--- config.mk ---
export PLATFORM = sky130hd
export DESIGN_NAME = planar_rle_run_decoder
export DESIGN_NICKNAME = d
export VERILOG_FILES = /design/src/rtl/prle_pkg.sv /design/src/rtl/prle_cfg_regs.sv /design/src/rtl/prle_step.sv /design/src/rtl/planar_rle_run_decoder.sv
export SDC_FILE = /design/constraint.sdc
export NUM_CORES = 1
export LEC_CHECK = 0
export BUFFER_PORTS_ARGS = -buffer_cell sky130_fd_sc_hd__buf_2
export CAP_MARGIN = 20
export CORE_UTILIZATION = 45
export CTS_CLUSTER_SIZE = 10
export DETAILED_ROUTE_END_ITERATION = 10
export PLACE_DENSITY = 0.75
export SYNTH_ARGS = -nofsm -noshare
export SYNTH_HDL_FRONTEND = slang
export SYNTH_SLANG_ARGS = --single-unit
--- constraint.sdc ---
create_clock -name clk -period 15.6 [get_ports clk]
set_input_delay 2.34 -clock clk [delete_from_list [all_inputs] [get_ports clk]]
set_output_delay 2.34 -clock clk [all_outputs]
set_load 0.05 [all_outputs]
--- src/rtl/prle_pkg.sv ---
package prle_pkg;

  // largest plane and plane count the block is built for
  localparam logic [12:0] TILE_PIXELS = 13'd4096;
  localparam logic [2:0]  MAX_PLANES  = 3'd4;

  // count code that announces a 16-bit big-endian count
  localparam logic [8:0]  LONG_MARK   = 9'd128;

  // largest run length a record can carry
  localparam logic [12:0] LEN_SAT     = 13'h1FFF;

  // configuration register indexes
  localparam logic CFG_PIXEL_COUNT = 1'b0;
  localparam logic CFG_PLANE_COUNT = 1'b1;

  // stream widths
  localparam int S_TDATA_W = 8;
  localparam int M_TDATA_W = 40;
  localparam int CFG_W     = 13;

  // clamped configuration as seen by the parser
  typedef struct packed {
    logic [12:0] pixels;
    logic [2:0]  planes;
  } cfg_eff_t;

  // one run record
  typedef struct packed {
    logic [1:0]  plane;
    logic [11:0] start_pos;
    logic [12:0] run_length;
    logic [7:0]  value;
    logic        overlong;
    logic        tile_done;
  } rec_t;

endpackage

--- src/rtl/prle_cfg_regs.sv ---
module prle_cfg_regs (
  input  logic                         clk,
  input  logic                         rst,
  input  logic                         cfg_we,
  input  logic                         cfg_index,
  input  logic [prle_pkg::CFG_W-1:0]   cfg_data,
  output prle_pkg::cfg_eff_t           eff
);

  logic [12:0] pixel_count;
  logic [2:0]  plane_count;

  // register writes
  always_ff @(posedge clk) begin
    if (rst) begin
      pixel_count <= prle_pkg::TILE_PIXELS;
      plane_count <= prle_pkg::MAX_PLANES;
    end else if (cfg_we) begin
      case (cfg_index)
        prle_pkg::CFG_PIXEL_COUNT: pixel_count <= cfg_data;
        prle_pkg::CFG_PLANE_COUNT: plane_count <= cfg_data[2:0];
        default: ;
      endcase
    end
  end

  // clamp out-of-range settings into the legal window
  always_comb begin
    if (pixel_count == 13'd0) begin
      eff.pixels = 13'd1;
    end else if (pixel_count > prle_pkg::TILE_PIXELS) begin
      eff.pixels = prle_pkg::TILE_PIXELS;
    end else begin
      eff.pixels = pixel_count;
    end
    if (plane_count == 3'd0) begin
      eff.planes = 3'd1;
    end else if (plane_count > prle_pkg::MAX_PLANES) begin
      eff.planes = prle_pkg::MAX_PLANES;
    end else begin
      eff.planes = plane_count;
    end
  end

endmodule

--- src/rtl/prle_step.sv ---
module prle_step (
  input  logic                clk,
  input  logic                rst,
  input  logic                advance,
  input  logic [7:0]          stream_byte,
  input  prle_pkg::cfg_eff_t  eff,
  output logic                rec_valid,
  output prle_pkg::rec_t      rec
);

  typedef enum logic [2:0] {
    PH_COUNT,
    PH_LONG_HI,
    PH_LONG_LO,
    PH_VALUE,
    PH_LITERAL
  } phase_t;

  phase_t      phase, phase_next;
  logic [12:0] remaining, remaining_next;
  logic [7:0]  long_high, long_high_next;
  logic        is_literal, is_literal_next;
  logic [11:0] position, position_next;
  logic [1:0]  plane_index, plane_index_next;

  logic [8:0]  short_cnt;
  logic [15:0] chk_cnt;
  logic [16:0] chk_sum;
  logic        overlong_hit;
  logic        chk_lit;
  logic [12:0] rec_len;
  logic [13:0] end_sum;
  logic        plane_end;
  logic        last_plane;
  logic        do_check;
  logic        do_rec;

  // count decode, bound check and position update
  always_comb begin
    phase_next       = phase;
    remaining_next   = remaining;
    long_high_next   = long_high;
    is_literal_next  = is_literal;
    position_next    = position;
    plane_index_next = plane_index;
    rec_valid        = 1'b0;
    rec              = '0;
    do_check         = 1'b0;
    do_rec           = 1'b0;

    short_cnt    = stream_byte[7] ? 9'(9'd256 - {1'b0, stream_byte})
                                  : 9'({1'b0, stream_byte} + 9'd1);
    chk_cnt      = (phase == PH_LONG_LO) ? {long_high, stream_byte} : 16'(short_cnt);
    chk_sum      = 17'(position) + 17'(chk_cnt);
    overlong_hit = chk_sum > 17'(eff.pixels);
    chk_lit      = (phase == PH_COUNT) ? stream_byte[7] : is_literal;
    rec_len      = (phase == PH_VALUE) ? remaining : 13'd1;
    end_sum      = 14'(position) + 14'(rec_len);
    plane_end    = end_sum >= 14'(eff.pixels);
    last_plane   = (3'(plane_index) + 3'd1) >= eff.planes;

    // phase step
    case (phase)
      PH_COUNT: begin
        is_literal_next = stream_byte[7];
        if (short_cnt == prle_pkg::LONG_MARK) begin
          phase_next = PH_LONG_HI;
        end else begin
          do_check = 1'b1;
        end
      end
      PH_LONG_HI: begin
        long_high_next = stream_byte;
        phase_next     = PH_LONG_LO;
      end
      PH_LONG_LO: begin
        do_check = 1'b1;
      end
      PH_VALUE: begin
        phase_next     = PH_COUNT;
        remaining_next = '0;
        do_rec         = remaining != 13'd0;
      end
      PH_LITERAL: begin
        if (remaining != 13'd0) begin
          remaining_next = remaining - 13'd1;
        end
        if (remaining <= 13'd1) begin
          phase_next = PH_COUNT;
        end
        do_rec = 1'b1;
      end
      default: begin
        phase_next = PH_COUNT;
      end
    endcase

    // count known: reject runs past the plane end
    if (do_check) begin
      if (overlong_hit) begin
        rec_valid          = 1'b1;
        rec.plane          = plane_index;
        rec.start_pos      = position;
        rec.run_length     = (chk_cnt > 16'(prle_pkg::LEN_SAT)) ? prle_pkg::LEN_SAT
                                                               : chk_cnt[12:0];
        rec.value          = '0;
        rec.overlong       = 1'b1;
        rec.tile_done      = 1'b0;
        phase_next         = PH_COUNT;
        remaining_next     = '0;
        position_next      = '0;
        plane_index_next   = '0;
      end else begin
        remaining_next = chk_cnt[12:0];
        if (chk_lit) begin
          phase_next = (chk_cnt == 16'd0) ? PH_COUNT : PH_LITERAL;
        end else begin
          phase_next = PH_VALUE;
        end
      end
    end

    // run record, with plane and tile end
    if (do_rec) begin
      rec_valid      = 1'b1;
      rec.plane      = plane_index;
      rec.start_pos  = position;
      rec.run_length = rec_len;
      rec.value      = stream_byte;
      rec.overlong   = 1'b0;
      rec.tile_done  = 1'b0;
      position_next  = end_sum[11:0];
      if (plane_end) begin
        position_next  = '0;
        phase_next     = PH_COUNT;
        remaining_next = '0;
        if (last_plane) begin
          plane_index_next = '0;
          rec.tile_done    = 1'b1;
        end else begin
          plane_index_next = plane_index + 2'd1;
        end
      end
    end
  end

  // parser state
  always_ff @(posedge clk) begin
    if (rst) begin
      phase       <= PH_COUNT;
      remaining   <= '0;
      long_high   <= '0;
      is_literal  <= 1'b0;
      position    <= '0;
      plane_index <= '0;
    end else if (advance) begin
      phase       <= phase_next;
      remaining   <= remaining_next;
      long_high   <= long_high_next;
      is_literal  <= is_literal_next;
      position    <= position_next;
      plane_index <= plane_index_next;
    end
  end

  // a literal phase always has bytes left to take
  a_literal_nonzero: assert property (@(posedge clk) disable iff (rst)
    phase == PH_LITERAL |-> remaining != 13'd0)
    else $error("literal phase with no bytes left");

  // an error record restarts the parser at the tile start
  a_error_restart: assert property (@(posedge clk) disable iff (rst)
    advance && rec_valid && rec.overlong |=>
      phase == PH_COUNT && position == 12'd0 && plane_index == 2'd0)
    else $error("parser did not restart after overlong run");

  // a tile end record leaves the parser at plane 0, pixel 0
  a_tile_end: assert property (@(posedge clk) disable iff (rst)
    advance && rec_valid && rec.tile_done |=>
      position == 12'd0 && plane_index == 2'd0 && phase == PH_COUNT)
    else $error("tile end did not return to first plane");

endmodule

--- src/rtl/planar_rle_run_decoder.sv ---
// Planar byte-RLE run decoder.
// Slave stream: one compressed byte per request on s_tdata. Master stream:
// one run record per request; m_tdata carries plane, start position, run
// length and value, m_tuser flags an overlong (error) record and m_tlast
// marks the record that completes the last plane of a tile.
// Configuration: cfg_we writes cfg_data into register cfg_index
// (0 = pixels per plane, 1 = planes per tile); the user must write only
// while the block is idle, the block does not enforce it. Throughput: one
// byte per cycle while the output is not stalled; a byte is held in the
// input register; parse step and bound check lie between it and the output
// register. Count bytes, long-count bytes and zero-length runs give no
// record, except the error record of an overlong count.
// Reset clears the parser to the count phase at plane 0, pixel 0 and loads
// 4096 pixels and 4 planes. When the receiver stalls the output register
// holds its record; bytes that give no record still pass, and the input
// register takes a new byte whenever its current one moves on.
module planar_rle_run_decoder (
  input  logic                              clk,
  input  logic                              rst,
  // stream_byte[7:0]
  input  logic [prle_pkg::S_TDATA_W-1:0]    s_tdata,
  input  logic                              s_tvalid,
  output logic                              s_tready,
  // plane[1:0], start_pos[13:2], run_length[26:14], value[34:27], zero pad
  output logic [prle_pkg::M_TDATA_W-1:0]    m_tdata,
  // overlong
  output logic                              m_tuser,
  output logic                              m_tlast,
  output logic                              m_tvalid,
  input  logic                              m_tready,
  input  logic                              cfg_we,
  input  logic                              cfg_index,
  input  logic [prle_pkg::CFG_W-1:0]        cfg_data
);

  prle_pkg::cfg_eff_t eff;
  prle_pkg::rec_t     rec;
  logic               rec_valid;
  logic               in_valid;
  logic [7:0]         in_byte;
  logic               advance;

  prle_cfg_regs u_cfg (
    .clk       (clk),
    .rst       (rst),
    .cfg_we    (cfg_we),
    .cfg_index (cfg_index),
    .cfg_data  (cfg_data),
    .eff       (eff)
  );

  prle_step u_step (
    .clk         (clk),
    .rst         (rst),
    .advance     (advance),
    .stream_byte (in_byte),
    .eff         (eff),
    .rec_valid   (rec_valid),
    .rec         (rec)
  );

  // byte moves on when its record has room or it makes none
  assign advance  = in_valid && (!m_tvalid || m_tready || !rec_valid);
  assign s_tready = !in_valid || advance;

  // input register
  always_ff @(posedge clk) begin
    if (rst) begin
      in_valid <= 1'b0;
    end else if (s_tready) begin
      in_valid <= s_tvalid;
    end
    if (s_tready && s_tvalid) begin
      in_byte <= s_tdata;
    end
  end

  // output register
  always_ff @(posedge clk) begin
    if (rst) begin
      m_tvalid <= 1'b0;
    end else if (advance && rec_valid) begin
      m_tvalid <= 1'b1;
    end else if (m_tready) begin
      m_tvalid <= 1'b0;
    end
    if (advance && rec_valid) begin
      m_tdata <= {5'd0, rec.value, rec.run_length, rec.start_pos, rec.plane};
      m_tuser <= rec.overlong;
      m_tlast <= rec.tile_done;
    end
  end

endmodule
==> metrics.md <==
| Metric | Value |
|---|---|
| Fin area | `0.00768 mm²` |
| GPL Wtd Cong | `0.931` |
| Die Area | `0.0160 mm²` |
| Syn Std Cell Area | `0.00698 mm²` |
| DRT iter0 DRCs | `570` |
| H-Tree Depth | `3` |
| CP Capture Type | `primary output` |
| First-pass GRT wire length | `29300 µm` |
| Post-DR wirelength/cell | `18.5 µm` |
| Longest Clk Path Bufs | `2` |
| Slew HR | `0.350` |
| Ant diodes | `0` |
| Clk_lat worst skew | `0.37 ns` |
| Fmax | `0.114 GHz` |
| Period utilisation layout | `0.562` |
| Row count | `45` |
| Starting Density | `0.461` |
| Grt ovf | `0` |
| Largest net degree at the start of global routing | `38` |
| Layout Nets | `910` |
| Top-count cell post-synth | `nand2_1` |
| Post-synth cell types | `75` |
| Area post-placement | `0.00737 mm²` |
| Drt via density | `6.05` |
| DIE HEIGHT | `127 µm` |
| WL final | `18800 µm` |
| Setup Skew | `0.0121 ns` |
| Crit path time final | `8.77 ns` |
| Ys flop type | `dfxtp_1` |
| DP HPWL | `14100 µm` |
| Final Hold Fails | `0` |
| Post-synthesis register bit count | `102` |
| Setup Buffers After CTS | `0` |
| Clock Sink Count | `102` |
| Area Overhead vs Synth | `10.0%` |
| Core area | `0.0151 mm²` |
| Synth top cells by count | `nand2_1, a21oi_1, ha_1, dfxtp_1, nor2_1` |
| Lkg Pwr | `3.16 nW` |
| Pwr Total | `0.777 mW` |
| Final setup violating endpoints | `0` |
| CP Data Required Time | `13.26 ns` |
| Post-CTS Hold Fix Bufs | `0` |
| Crit Path Max Fanout | `16` |
| Remaining DRCs | `0` |
| Initial antenna violation count | `0` |
| Post-synth EDFFs | `45` |
| Top Ports | `71` |
| Post-DRT Antenna Nets | `0` |
| Die width | `127 µm` |
| Proportion of layout cells with a drive suffix above 1 | `0.140` |
| Async set or reset register ratio after synthesis | `0` |
| CTS tree | `yes` |
| Total negative slack | `0 ns` |
| RSZ-0062 raised after global routing | `false` |
| Synth area leaders | `edfxtp_1, dfxtp_1, ha_1` |
| Syn Inst Count | `779` |
| Post-synth top area share | `0.194` |
| Num CTS Buffers | `9` |
| Aggregate global-route resource usage | `0.237` |
| Worst IR drop on VDD | `62.6 µV` |
| Syn_area_per_cell | `8.96 µm²` |
| Hold Path Class | `register to register` |
| Element type at the critical path start | `register` |
| Clock-pin slew on the worst setup and hold paths | `0.07 ns` |
| Root Buffer | `clkbuf_16` |
| Kind of critical path | `register to primary output` |
| Post_cts resized | `0` |
| DR vias | `6137` |
| Vias in the first global route | `5447` |
| Sequential area share after synthesis | `0.357` |
| Max cap viols | `0` |
| Pins Over Slew Limit | `0` |
| Status | `finished clean` |
| Port Buffers | `65` |
| Ys Warns | `0` |
| Worst-Margin Slew | `0.971 ns` |
| PD cells | `101 mW/mm²` |
| Leading area contributor after synthesis | `edfxtp_1` |
| Total iterations of the first detailed-routing run | `7` |
| Critical path data arrival time | `6.43 ns` |
## report_power, final
part,leakage (nW),internal (mW),switching (mW)
sequential,0.896,0.299,0.0204
combinational,2.13,0.0744,0.156
clock,0.139,0.125,0.103
total,3.16,0.498,0.279
## flip-flops by register name, indices dropped and copies added, names as in the netlist
signal	cells
u_step.position	12
m_tuser	1
u_step.remaining	13
u_cfg.pixel_count	13
u_step.long_high	8
m_tvalid	1
u_step.phase	3
m_tdata	35
u_cfg.plane_count	3
in_valid	1
in_byte	8
m_tlast	1
u_step.plane_index	2
u_step.is_literal	1
## placed cells by master (no fill, tap or decap), types with 5 or more instances in the layout
cell type	n
nand2_1	95
buf_2	65
a21oi_1	61
ha_1	59
dfxtp_1	57
nor2_1	54
edfxtp_1	45
o21ai_0	30
inv_1	29
and2_1	25
xnor2_1	20
nor3_1	18
nor2b_1	16
a21o_1	14
a32o_1	14
mux2i_1	13
nand3_1	12
nor4_1	12
a211oi_1	11
o21bai_1	10
nand4_1	9
clkbuf_16	9
a22oi_1	8
nand2b_1	8
xor2_1	7
a31oi_1	7
a211oi_2	6
o41ai_1	6
or4_1	5
o21a_1	5
conb_1	5
## logic make-up (layout without fill, tap and decap cells)
logic type | after synthesis | in the layout | synth area share
multiplexers | 14 | 14 | 0.0203
AO/OA/AOI/OAI | 216 | 216 | 0.218
buffers and inverters | 72 | 116 | 0.0461
adder cells (fa/ha/maj) | 61 | 61 | 0.111
AND/OR/NAND/NOR | 286 | 286 | 0.213
flip-flops | 102 | 102 | 0.357
XOR/XNOR | 27 | 27 | 0.0339
other | 1 | 5 | 0.000537
## through the flow
stage               cells  setup WS [ns]   util  hold WS, ns
floorplan             783           8.07      -        0.433
global placement      998           7.53  0.487        0.449
detailed placement    998           7.35  0.487        0.462
CTS                  1014           6.95  0.506        0.472
global route         1015           6.47  0.507        0.495
finish               1015           6.83  0.507        0.469
## final cells by class
cell class                 count  area, µm²
timing repair buffer          69        355
sequential                   102       2490
tap                          188        235
fill                        1406       7470
multi-input combinational    609       4180
inverter                      31        116
clock buffer                   9        225
clock inverter                 7       72.6
## path summary, 6_finish.rpt
kind                         from                   end  slack (ns)  cells after the start
max               u_step.phase[1]              s_tready        6.83                     20
min          u_cfg.pixel_count[0]  u_cfg.pixel_count[0]        0.47                      2
max reg2reg       u_step.phase[1]           m_tdata[32]        8.48                     22
min reg2reg  u_cfg.pixel_count[0]  u_cfg.pixel_count[0]        0.47                      2
## metal layers
metal  wire [µm]  GRT usage  vias to the layer above
met4         502     0.0914                        0
met3        1610     0.0586                       40
met5           0          0                        -
li1            -          -                     2947
met2        8230      0.358                      285
met1        8440      0.327                     2865
## critical path, cell delays in order, from the launching register on
cell	delay [ns]
dfxtp_1	0.49
nor3b_2	0.85
a311oi_1	0.15
xnor2_1	0.36
inv_1	0.12
ha_1	0.37
a211oi_1	0.38
nand2_1	0.12
a31o_2	0.25
a21o_1	0.19
a21boi_0	0.23
xnor2_1	0.10
ha_1	0.30
nand4_1	0.11
or4_1	0.41
a22oi_1	0.21
o31a_2	0.22
nand3_2	0.15
o31ai_4	0.58
a211o_1	0.24
buf_2	0.27
No activity file was read; power rests on OpenSTA's default activity.
